$ cat src/sv/reversible_deque_engine_macros.svh
// Assertion macros shared by the deque engine.
`ifndef REVERSIBLE_DEQUE_ENGINE_MACROS_SVH
`define REVERSIBLE_DEQUE_ENGINE_MACROS_SVH

// Same-cycle implication, disabled while reset is held.
`define RDE_ASSERT_NOW(label, clk, rst_n, ante, cons, msg) \
    label: assert property (@(posedge clk) disable iff (!(rst_n)) (ante) |-> (cons)) \
        else $error(msg);

// Next-cycle implication, disabled while reset is held.
`define RDE_ASSERT_NEXT(label, clk, rst_n, ante, cons, msg) \
    label: assert property (@(posedge clk) disable iff (!(rst_n)) (ante) |=> (cons)) \
        else $error(msg);

`endif

$ cat src/sv/rde_pkg.sv
package rde_pkg;

    localparam int OP_W   = 2;
    localparam int VAL_W  = 31;
    localparam int KIND_W = 2;

    // Request opcodes.
    localparam logic [OP_W-1:0] OP_LOAD = 2'd0;
    localparam logic [OP_W-1:0] OP_REV  = 2'd1;
    localparam logic [OP_W-1:0] OP_DEL  = 2'd2;
    localparam logic [OP_W-1:0] OP_FIN  = 2'd3;

    // Result kinds.
    localparam logic [KIND_W-1:0] K_ELEM  = 2'd0;
    localparam logic [KIND_W-1:0] K_EMPTY = 2'd1;
    localparam logic [KIND_W-1:0] K_ERR   = 2'd2;
    localparam logic [KIND_W-1:0] K_OVF   = 2'd3;

    typedef logic [VAL_W-1:0]  t_value;
    typedef logic [KIND_W-1:0] t_kind;

endpackage

$ cat src/sv/reversible_deque_engine.sv
// Reversible deque engine. Load, reverse and delete requests are taken one
// per cycle while no drain is in progress and produce no result. A finish
// request drains the content in logical order at one element per cycle while
// the output is not stalled, set by the single registered read port of the
// element memory, and holds off new requests until its last element is read;
// an empty, error or overflow finish gives one result and holds off requests
// until it is registered. While the last results of a drain still wait
// downstream, the engine already takes further load, reverse and delete
// requests. Memory contents are never cleared; only live slots are read.
`include "reversible_deque_engine_macros.svh"

module reversible_deque_engine #(
    parameter int DEPTH = 64
) (
    input  logic                          i_clk,
    input  logic                          i_rst_n,
    input  logic                          i_in_valid,
    output logic                          o_in_stall,
    input  logic [rde_pkg::OP_W-1:0]      i_opcode,
    input  logic [rde_pkg::VAL_W-1:0]     i_value,
    output logic                          o_out_valid,
    input  logic                          i_out_stall,
    output logic [rde_pkg::KIND_W-1:0]    o_kind,
    output logic [rde_pkg::VAL_W-1:0]     o_value_res,
    output logic                          o_last
);

    localparam int AW = $clog2(DEPTH);
    localparam int CW = $clog2(DEPTH + 1);
    localparam int SW = AW + 1;

    localparam logic ST_IDLE  = 1'b0;
    localparam logic ST_DRAIN = 1'b1;

    // Ring pointer helpers, all values stay below DEPTH.
    function automatic logic [AW-1:0] f_inc(input logic [AW-1:0] ptr);
        f_inc = (ptr == AW'(DEPTH - 1)) ? '0 : ptr + 1'b1;
    endfunction

    function automatic logic [AW-1:0] f_dec(input logic [AW-1:0] ptr);
        f_dec = (ptr == '0) ? AW'(DEPTH - 1) : ptr - 1'b1;
    endfunction

    function automatic logic [AW-1:0] f_add(input logic [AW-1:0] base,
                                            input logic [CW-1:0] off);
        logic [SW-1:0] sum;
        sum = SW'(base) + SW'(off);
        if (sum >= SW'(DEPTH)) begin
            sum = sum - SW'(DEPTH);
        end
        f_add = sum[AW-1:0];
    endfunction

    // Deque state.
    logic              r_state;
    logic [AW-1:0]     r_head;
    logic [CW-1:0]     r_count;
    logic              r_rev;
    logic              r_err;
    logic              r_ovf;

    // Drain context.
    logic [AW-1:0]     r_dr_ptr;
    logic [CW-1:0]     r_dr_left;
    logic              r_dr_rev;
    logic              r_dr_spec;
    rde_pkg::t_kind    r_dr_kind;

    // Read in flight and output register.
    logic              r_rd_pending;
    logic              r_rd_last;
    rde_pkg::t_value   r_rd_data;
    logic              r_out_valid;
    rde_pkg::t_kind    r_out_kind;
    rde_pkg::t_value   r_out_value;
    logic              r_out_last;

    rde_pkg::t_value   mem [DEPTH];

    logic              in_acc;
    logic              out_free;
    logic              rd_en;
    logic              spec_emit;
    logic              pend_move;
    logic              mem_we;
    logic [AW-1:0]     mem_waddr;
    logic [AW-1:0]     head_dec;
    logic              is_full;

    assign in_acc    = i_in_valid && (r_state == ST_IDLE);
    assign o_in_stall = (r_state != ST_IDLE);
    assign out_free  = !r_out_valid || !i_out_stall;
    assign pend_move = r_rd_pending && out_free;
    assign rd_en     = (r_state == ST_DRAIN) && !r_dr_spec && (r_dr_left != '0)
                       && (!r_rd_pending || out_free);
    assign spec_emit = (r_state == ST_DRAIN) && r_dr_spec && !r_rd_pending && out_free;

    assign is_full   = (r_count == CW'(DEPTH));
    assign head_dec  = f_dec(r_head);
    assign mem_we    = in_acc && (i_opcode == rde_pkg::OP_LOAD) && !is_full;
    assign mem_waddr = r_rev ? head_dec : f_add(r_head, r_count);

    // Element memory: one write port, one registered read port.
    always_ff @(posedge i_clk) begin
        if (mem_we) begin
            mem[mem_waddr] <= i_value;
        end
        if (rd_en) begin
            r_rd_data <= mem[r_dr_ptr];
        end
    end

    // Request handling and drain sequencing.
    always_ff @(posedge i_clk) begin
        if (!i_rst_n) begin
            r_state   <= ST_IDLE;
            r_head    <= '0;
            r_count   <= '0;
            r_rev     <= 1'b0;
            r_err     <= 1'b0;
            r_ovf     <= 1'b0;
            r_dr_left <= '0;
            r_dr_spec <= 1'b0;
        end else if (r_state == ST_IDLE) begin
            if (in_acc) begin
                case (i_opcode)
                    rde_pkg::OP_LOAD: begin
                        if (is_full) begin
                            r_ovf <= 1'b1;
                        end else begin
                            if (r_rev) begin
                                r_head <= head_dec;
                            end
                            r_count <= r_count + 1'b1;
                        end
                    end
                    rde_pkg::OP_REV: begin
                        r_rev <= !r_rev;
                    end
                    rde_pkg::OP_DEL: begin
                        if (!r_err) begin
                            if (r_count == '0) begin
                                r_err <= 1'b1;
                            end else begin
                                if (!r_rev) begin
                                    r_head <= f_inc(r_head);
                                end
                                r_count <= r_count - 1'b1;
                            end
                        end
                    end
                    default: begin
                        // Finish: snapshot the content, then clear the deque.
                        r_state   <= ST_DRAIN;
                        r_dr_rev  <= r_rev;
                        r_dr_ptr  <= r_rev ? f_add(r_head, r_count - 1'b1) : r_head;
                        r_dr_spec <= r_ovf || r_err || (r_count == '0);
                        r_dr_left <= (r_ovf || r_err) ? '0 : r_count;
                        if (r_ovf) begin
                            r_dr_kind <= rde_pkg::K_OVF;
                        end else if (r_err) begin
                            r_dr_kind <= rde_pkg::K_ERR;
                        end else begin
                            r_dr_kind <= rde_pkg::K_EMPTY;
                        end
                        r_head  <= '0;
                        r_count <= '0;
                        r_rev   <= 1'b0;
                        r_err   <= 1'b0;
                        r_ovf   <= 1'b0;
                    end
                endcase
            end
        end else begin
            if (spec_emit) begin
                r_state <= ST_IDLE;
            end
            if (rd_en) begin
                r_dr_left <= r_dr_left - 1'b1;
                r_dr_ptr  <= r_dr_rev ? f_dec(r_dr_ptr) : f_inc(r_dr_ptr);
                if (r_dr_left == CW'(1)) begin
                    r_state <= ST_IDLE;
                end
            end
        end
    end

    // Read stage: tracks the element fetched from memory until it moves to the output register.
    always_ff @(posedge i_clk) begin
        if (!i_rst_n) begin
            r_rd_pending <= 1'b0;
        end else if (rd_en) begin
            r_rd_pending <= 1'b1;
        end else if (pend_move) begin
            r_rd_pending <= 1'b0;
        end
    end

    always_ff @(posedge i_clk) begin
        if (rd_en) begin
            r_rd_last <= (r_dr_left == CW'(1));
        end
    end

    // Output register.
    always_ff @(posedge i_clk) begin
        if (!i_rst_n) begin
            r_out_valid <= 1'b0;
        end else if (out_free) begin
            r_out_valid <= pend_move || spec_emit;
        end
    end

    always_ff @(posedge i_clk) begin
        if (pend_move) begin
            r_out_kind  <= rde_pkg::K_ELEM;
            r_out_value <= r_rd_data;
            r_out_last  <= r_rd_last;
        end else if (spec_emit) begin
            r_out_kind  <= r_dr_kind;
            r_out_value <= '0;
            r_out_last  <= 1'b1;
        end
    end

    assign o_out_valid = r_out_valid;
    assign o_kind      = r_out_kind;
    assign o_value_res = r_out_value;
    assign o_last      = r_out_last;

    // Checks on the drain path and the state clear.
    `RDE_ASSERT_NEXT(a_read_lands, i_clk, i_rst_n, rd_en, r_rd_pending,
        "memory read did not land in the read stage")
    `RDE_ASSERT_NOW(a_no_write_in_drain, i_clk, i_rst_n, r_state == ST_DRAIN, !mem_we,
        "element memory written during a drain")
    `RDE_ASSERT_NOW(a_status_is_last, i_clk, i_rst_n,
        r_out_valid && (r_out_kind != rde_pkg::K_ELEM), r_out_last,
        "status result not flagged last")
    `RDE_ASSERT_NEXT(a_finish_clears, i_clk, i_rst_n,
        in_acc && (i_opcode == rde_pkg::OP_FIN),
        (r_count == '0) && !r_rev && !r_err && !r_ovf && (r_head == '0),
        "deque state not cleared by finish")

endmodule
$ cat config.mk
export PLATFORM = sky130hd
export DESIGN_NAME = reversible_deque_engine
export DESIGN_NICKNAME = d
export VERILOG_FILES = /design/src/sv/rde_pkg.sv /design/src/sv/reversible_deque_engine.sv
export VERILOG_INCLUDE_DIRS = /design/src /design/src/sv
export SDC_FILE = /design/constraint.sdc
export NUM_CORES = 2
export LEC_CHECK = 0
export BUFFER_PORTS_ARGS = -buffer_cell sky130_fd_sc_hd__buf_2
export CORE_ASPECT_RATIO = 0.7
export CORE_MARGIN = 2
export CORE_UTILIZATION = 38
export DETAILED_ROUTE_END_ITERATION = 7
export PLACE_DENSITY = 0.63
export SYNTH_ARGS = -nofsm -noshare
export SYNTH_HDL_FRONTEND = slang
export SYNTH_SLANG_ARGS = --single-unit
$ cat constraint.sdc
create_clock -name i_clk -period 8.2 [get_ports i_clk]
set_clock_uncertainty 0.15 [all_clocks]
set_input_delay 1.64 -clock i_clk [delete_from_list [all_inputs] [get_ports i_clk]]
set_output_delay 1.64 -clock i_clk [all_outputs]
set_load 0.05 [all_outputs]
==> summary.txt <==
Setup path
  – CP Data Required Time: 8.46 ns
  – Arrival @ worst endpoint: 5.49 ns
  – CP endpoint kind: register
  – Critical path endpoint: mem[8][15]
  – Worst flop-to-flop path endpoint: mem[8][15]
  – CP Launch Point: i_opcode[0]
  – Critical path launch point type: input port
  – Internal reg-to-reg setup slack: 3.46 ns
  – CP Class: in2reg
  – R2r worst-path depth: 7
  – R2r startpoint: r_head[0]
  – Worst-path maximum fanout: 31

Power and ir drop
  – Reg power frac: 0.546
  – VDD IR max: 187 uV
  – Combinational Power Share: 0.049
  – Leak: 28.2 nW
  – Clock power frac: 0.404
  – Power Density: 236 nW/um^2
  – Internal: 16.9 mW
  – Sw frac: 0.217
  – Power Total: 21.6 mW
  – Psw: 4.68 mW

Clock tree
  – H-Tree Depth: 4
  – Clock Sinks: 2086
  – CTS resizes: 0
  – Clk slew on worst S/H paths: 0.07 ns
  – Postcts setup bufs: 0
  – Total CTS buffers: 191
  – CTS tree: built
  – CTS Buffer Depth: 4
  – Hold buffers post-CTS: 0
  – Clk root buf: clkbuf_16
  – Skew-Pair Late Insertion Delay: 0.81 ns

Timing
  – Final setup vio count: 0
  – Crit share post-route: 0.638
  – RSZ-0062 raised after global routing: false
  – Worst Tran Pin Value: 1.41 ns
  – F_max: 191 MHz
  – Final period demand of the worst path: 5.23 ns
  – Relative slew margins: 0.0544
  – Setup TNS: 0 ns
  – Final slew viol count: 0
  – Hold Fails Final Rpt: 0
  – Fin Hold WS: 0.319 ns

Synthesis
  – Dominant synthesized flop cell: edfxtp_1
  – Synth Register Bits: 2086
  – Synth unique cells: 83
  – Avg Cell Area, Syn: 21.0 sq um
  – Mapped Area: 81300 sq um
  – FFs w/ async S/R, synth: 0
  – Yosys warns: 0
  – Net count after synthesis: 3942
  – Number of synthesized flops with an enable pin: 2057
  – Mapped Cells: 3877
  – Sequential fraction of the synthesis area: 0.767

Finish
  – Most frequent cells in the layout: 2057 x edfxtp_1, 445 x mux4_2, 194 x clkbuf_16
  – Share of layout cells above drive strength 1: 0.235
  – Layout area overhead: 12.3%
  – Final #Nets: 4069
  – Finished Cell Area: 91300 sq um
  – Fill cells: 18200
  – Most common cell after layout, fill and taps aside: edfxtp_1

Routing
  – Antenna viol nets, final: 0
  – Wire per inst: 32.0 microns
  – DRC: 0
  – Pre-antenna DRT Iters: 6
  – DRT iter0 DRCs: 6660
  – Via count: 41400
  – Vias/cell: 5.89
  – Final WL: 225 mm

Global routing
  – First-pass GRT wire length: 312 mm
  – Vias in the first global route: 39100
  – GR Overflow Total: 0
  – Antenna violations before repair: 9
  – Pin count of the biggest net entering global routing: 116
  – Gr usage total: 0.204

Placed design
  – IO Port Bufs: 72
  – Detailed Place HPWL: 134 mm
  – Placed instance area: 85400 sq um
  – GP Congestion: 0.927

Floorplanning
  – Die W: 557 microns
  – Die height: 391 microns
  – Core area: 213000 sq um
  – Initial core utilization: 0.381
  – Die ar.: 218000 sq um
  – Ports: 73
  – # rows: 142

Worst hold path
  – Min-Delay Startpoint: r_dr_left[5]
  – Hold crit path type: reg2reg

Run status
  – Status: complete, no violations

Run
  – # Max-Cap Violations: 0
-- cell type report --
class / count / area, sq um / share of cell area
inverters: 27 / 101 / 0.00111
repair buffers: 160 / 1210 / 0.0132
diodes: 5 / 12.5 / 0.000137
clock buffers: 234 / 5000 / 0.0548
clock inverters: 97 / 913 / 0.0100
flip-flops and latches: 2086 / 62300 / 0.683
well taps: 2880 / 3600 / 0.0395
multi-input cells: 1538 / 18100 / 0.198
-- metrics by stage --
step                      instances  worst slack [ns]  utilization
after CTS                      7022              3.01        0.428
after global placement         6691              2.24        0.400
after detailed placement       6691              2.18        0.400
after floorplan                3877              2.44            -
final                          7027              2.97        0.428
after global routing           7022              2.73        0.428
-- per-layer routing --
layer | track usage | vias up | routed length (microns)
met1 | 0.315 | 22000 | 96900
met4 | 0.0489 | 2 | 5360
met2 | 0.268 | 2406 | 90800
met5 | 0 | - | 13
li1 | - | 16600 | -
met3 | 0.0781 | 291 | 32000
-- sequential cells by signal, indices dropped and copies added, names as in the netlist, 2 cells and up --
| name | cells |
|---|---|
| o_kind | 2 |
| r_count | 7 |
| r_head | 6 |
| r_dr_kind | 2 |
| mem | 1984 |
| r_dr_left | 7 |
| o_value_res | 31 |
| r_rd_data | 31 |
| r_dr_ptr | 6 |
-- kinds of logic (layout without fill, tap and decap cells) --
kind of cell	count (synthesis)	count (layout)	share of synthesized area
XOR/XNOR	9	9	0.000969
multiplexers	573	573	0.140
other	0	5	0
AND/OR/NAND/NOR	386	386	0.0233
buffers and inverters	253	518	0.0168
flip-flops	2086	2086	0.767
AO/OA/AOI/OAI	542	542	0.0482
adder cells (fa/ha/maj)	28	28	0.00449
-- how the worst min path moves through the flow --
| stage | endpoint | slack [ns] | cells after the start |
|---|---|---|---|
| 6_report | r_dr_left[5] | 0.32 | 2 |
| 5_1_grt | r_dr_left[5] | 0.34 | 2 |
| 3_5_place_dp | r_dr_left[5] | 0.30 | 2 |
| 4_1_cts | r_dr_left[5] | 0.31 | 2 |
| 2_1_floorplan | r_dr_rev | 0.26 | 0 |
| 3_3_place_gp | r_dr_left[5] | 0.29 | 2 |
-- worst max-delay path: stages --
cell     delay, ns
buf_2         0.12
inv_1         0.09
ha_1          0.51
inv_1         0.23
a311o_1       0.43
a21oi_1       0.27
nand3_1       0.91
nor2_4        1.22
-- power by group through the flow --
| stage | logic, mW | clock network (mW) | registers, mW |
|---|---|---|---|
| after CTS | 1.06 | 8.81 | 11.8 |
| after global routing | 1.12 | 9.21 | 11.8 |
| after floorplan | 0.503 | 0 | 12.0 |
| final | 1.07 | 8.73 | 11.8 |
| after detailed placement | 1.05 | 0 | 12.0 |
| after global placement | 1.03 | 0 | 12.0 |
-- synth_stat cells, drive strengths merged (18+ instances only) --
| cell type | n | area (sq um) |
|---|---|---|
| nand3 | 28 | 140 |
| mux4 | 446 | 10000 |
| a31oi | 21 | 131 |
| inv | 25 | 93.8 |
| o21ai | 51 | 255 |
| dfxtp | 29 | 581 |
| ha | 26 | 325 |
| nor2b | 23 | 144 |
| mux2 | 22 | 248 |
| nor2 | 114 | 428 |
| and3 | 40 | 250 |
| a22o | 28 | 245 |
| nor3 | 36 | 180 |
| a22oi | 112 | 841 |
| edfxtp | 2057 | 61800 |
| a21oi | 85 | 425 |
| o211ai | 18 | 135 |
| o221ai | 36 | 359 |
| a211o | 20 | 175 |
| clkbuf | 95 | 357 |
| mux2i | 105 | 1050 |
| buf | 131 | 906 |
| o22ai | 52 | 325 |
| nand2 | 82 | 308 |
| a211oi | 35 | 288 |
(Power assumes the default switching activity.)
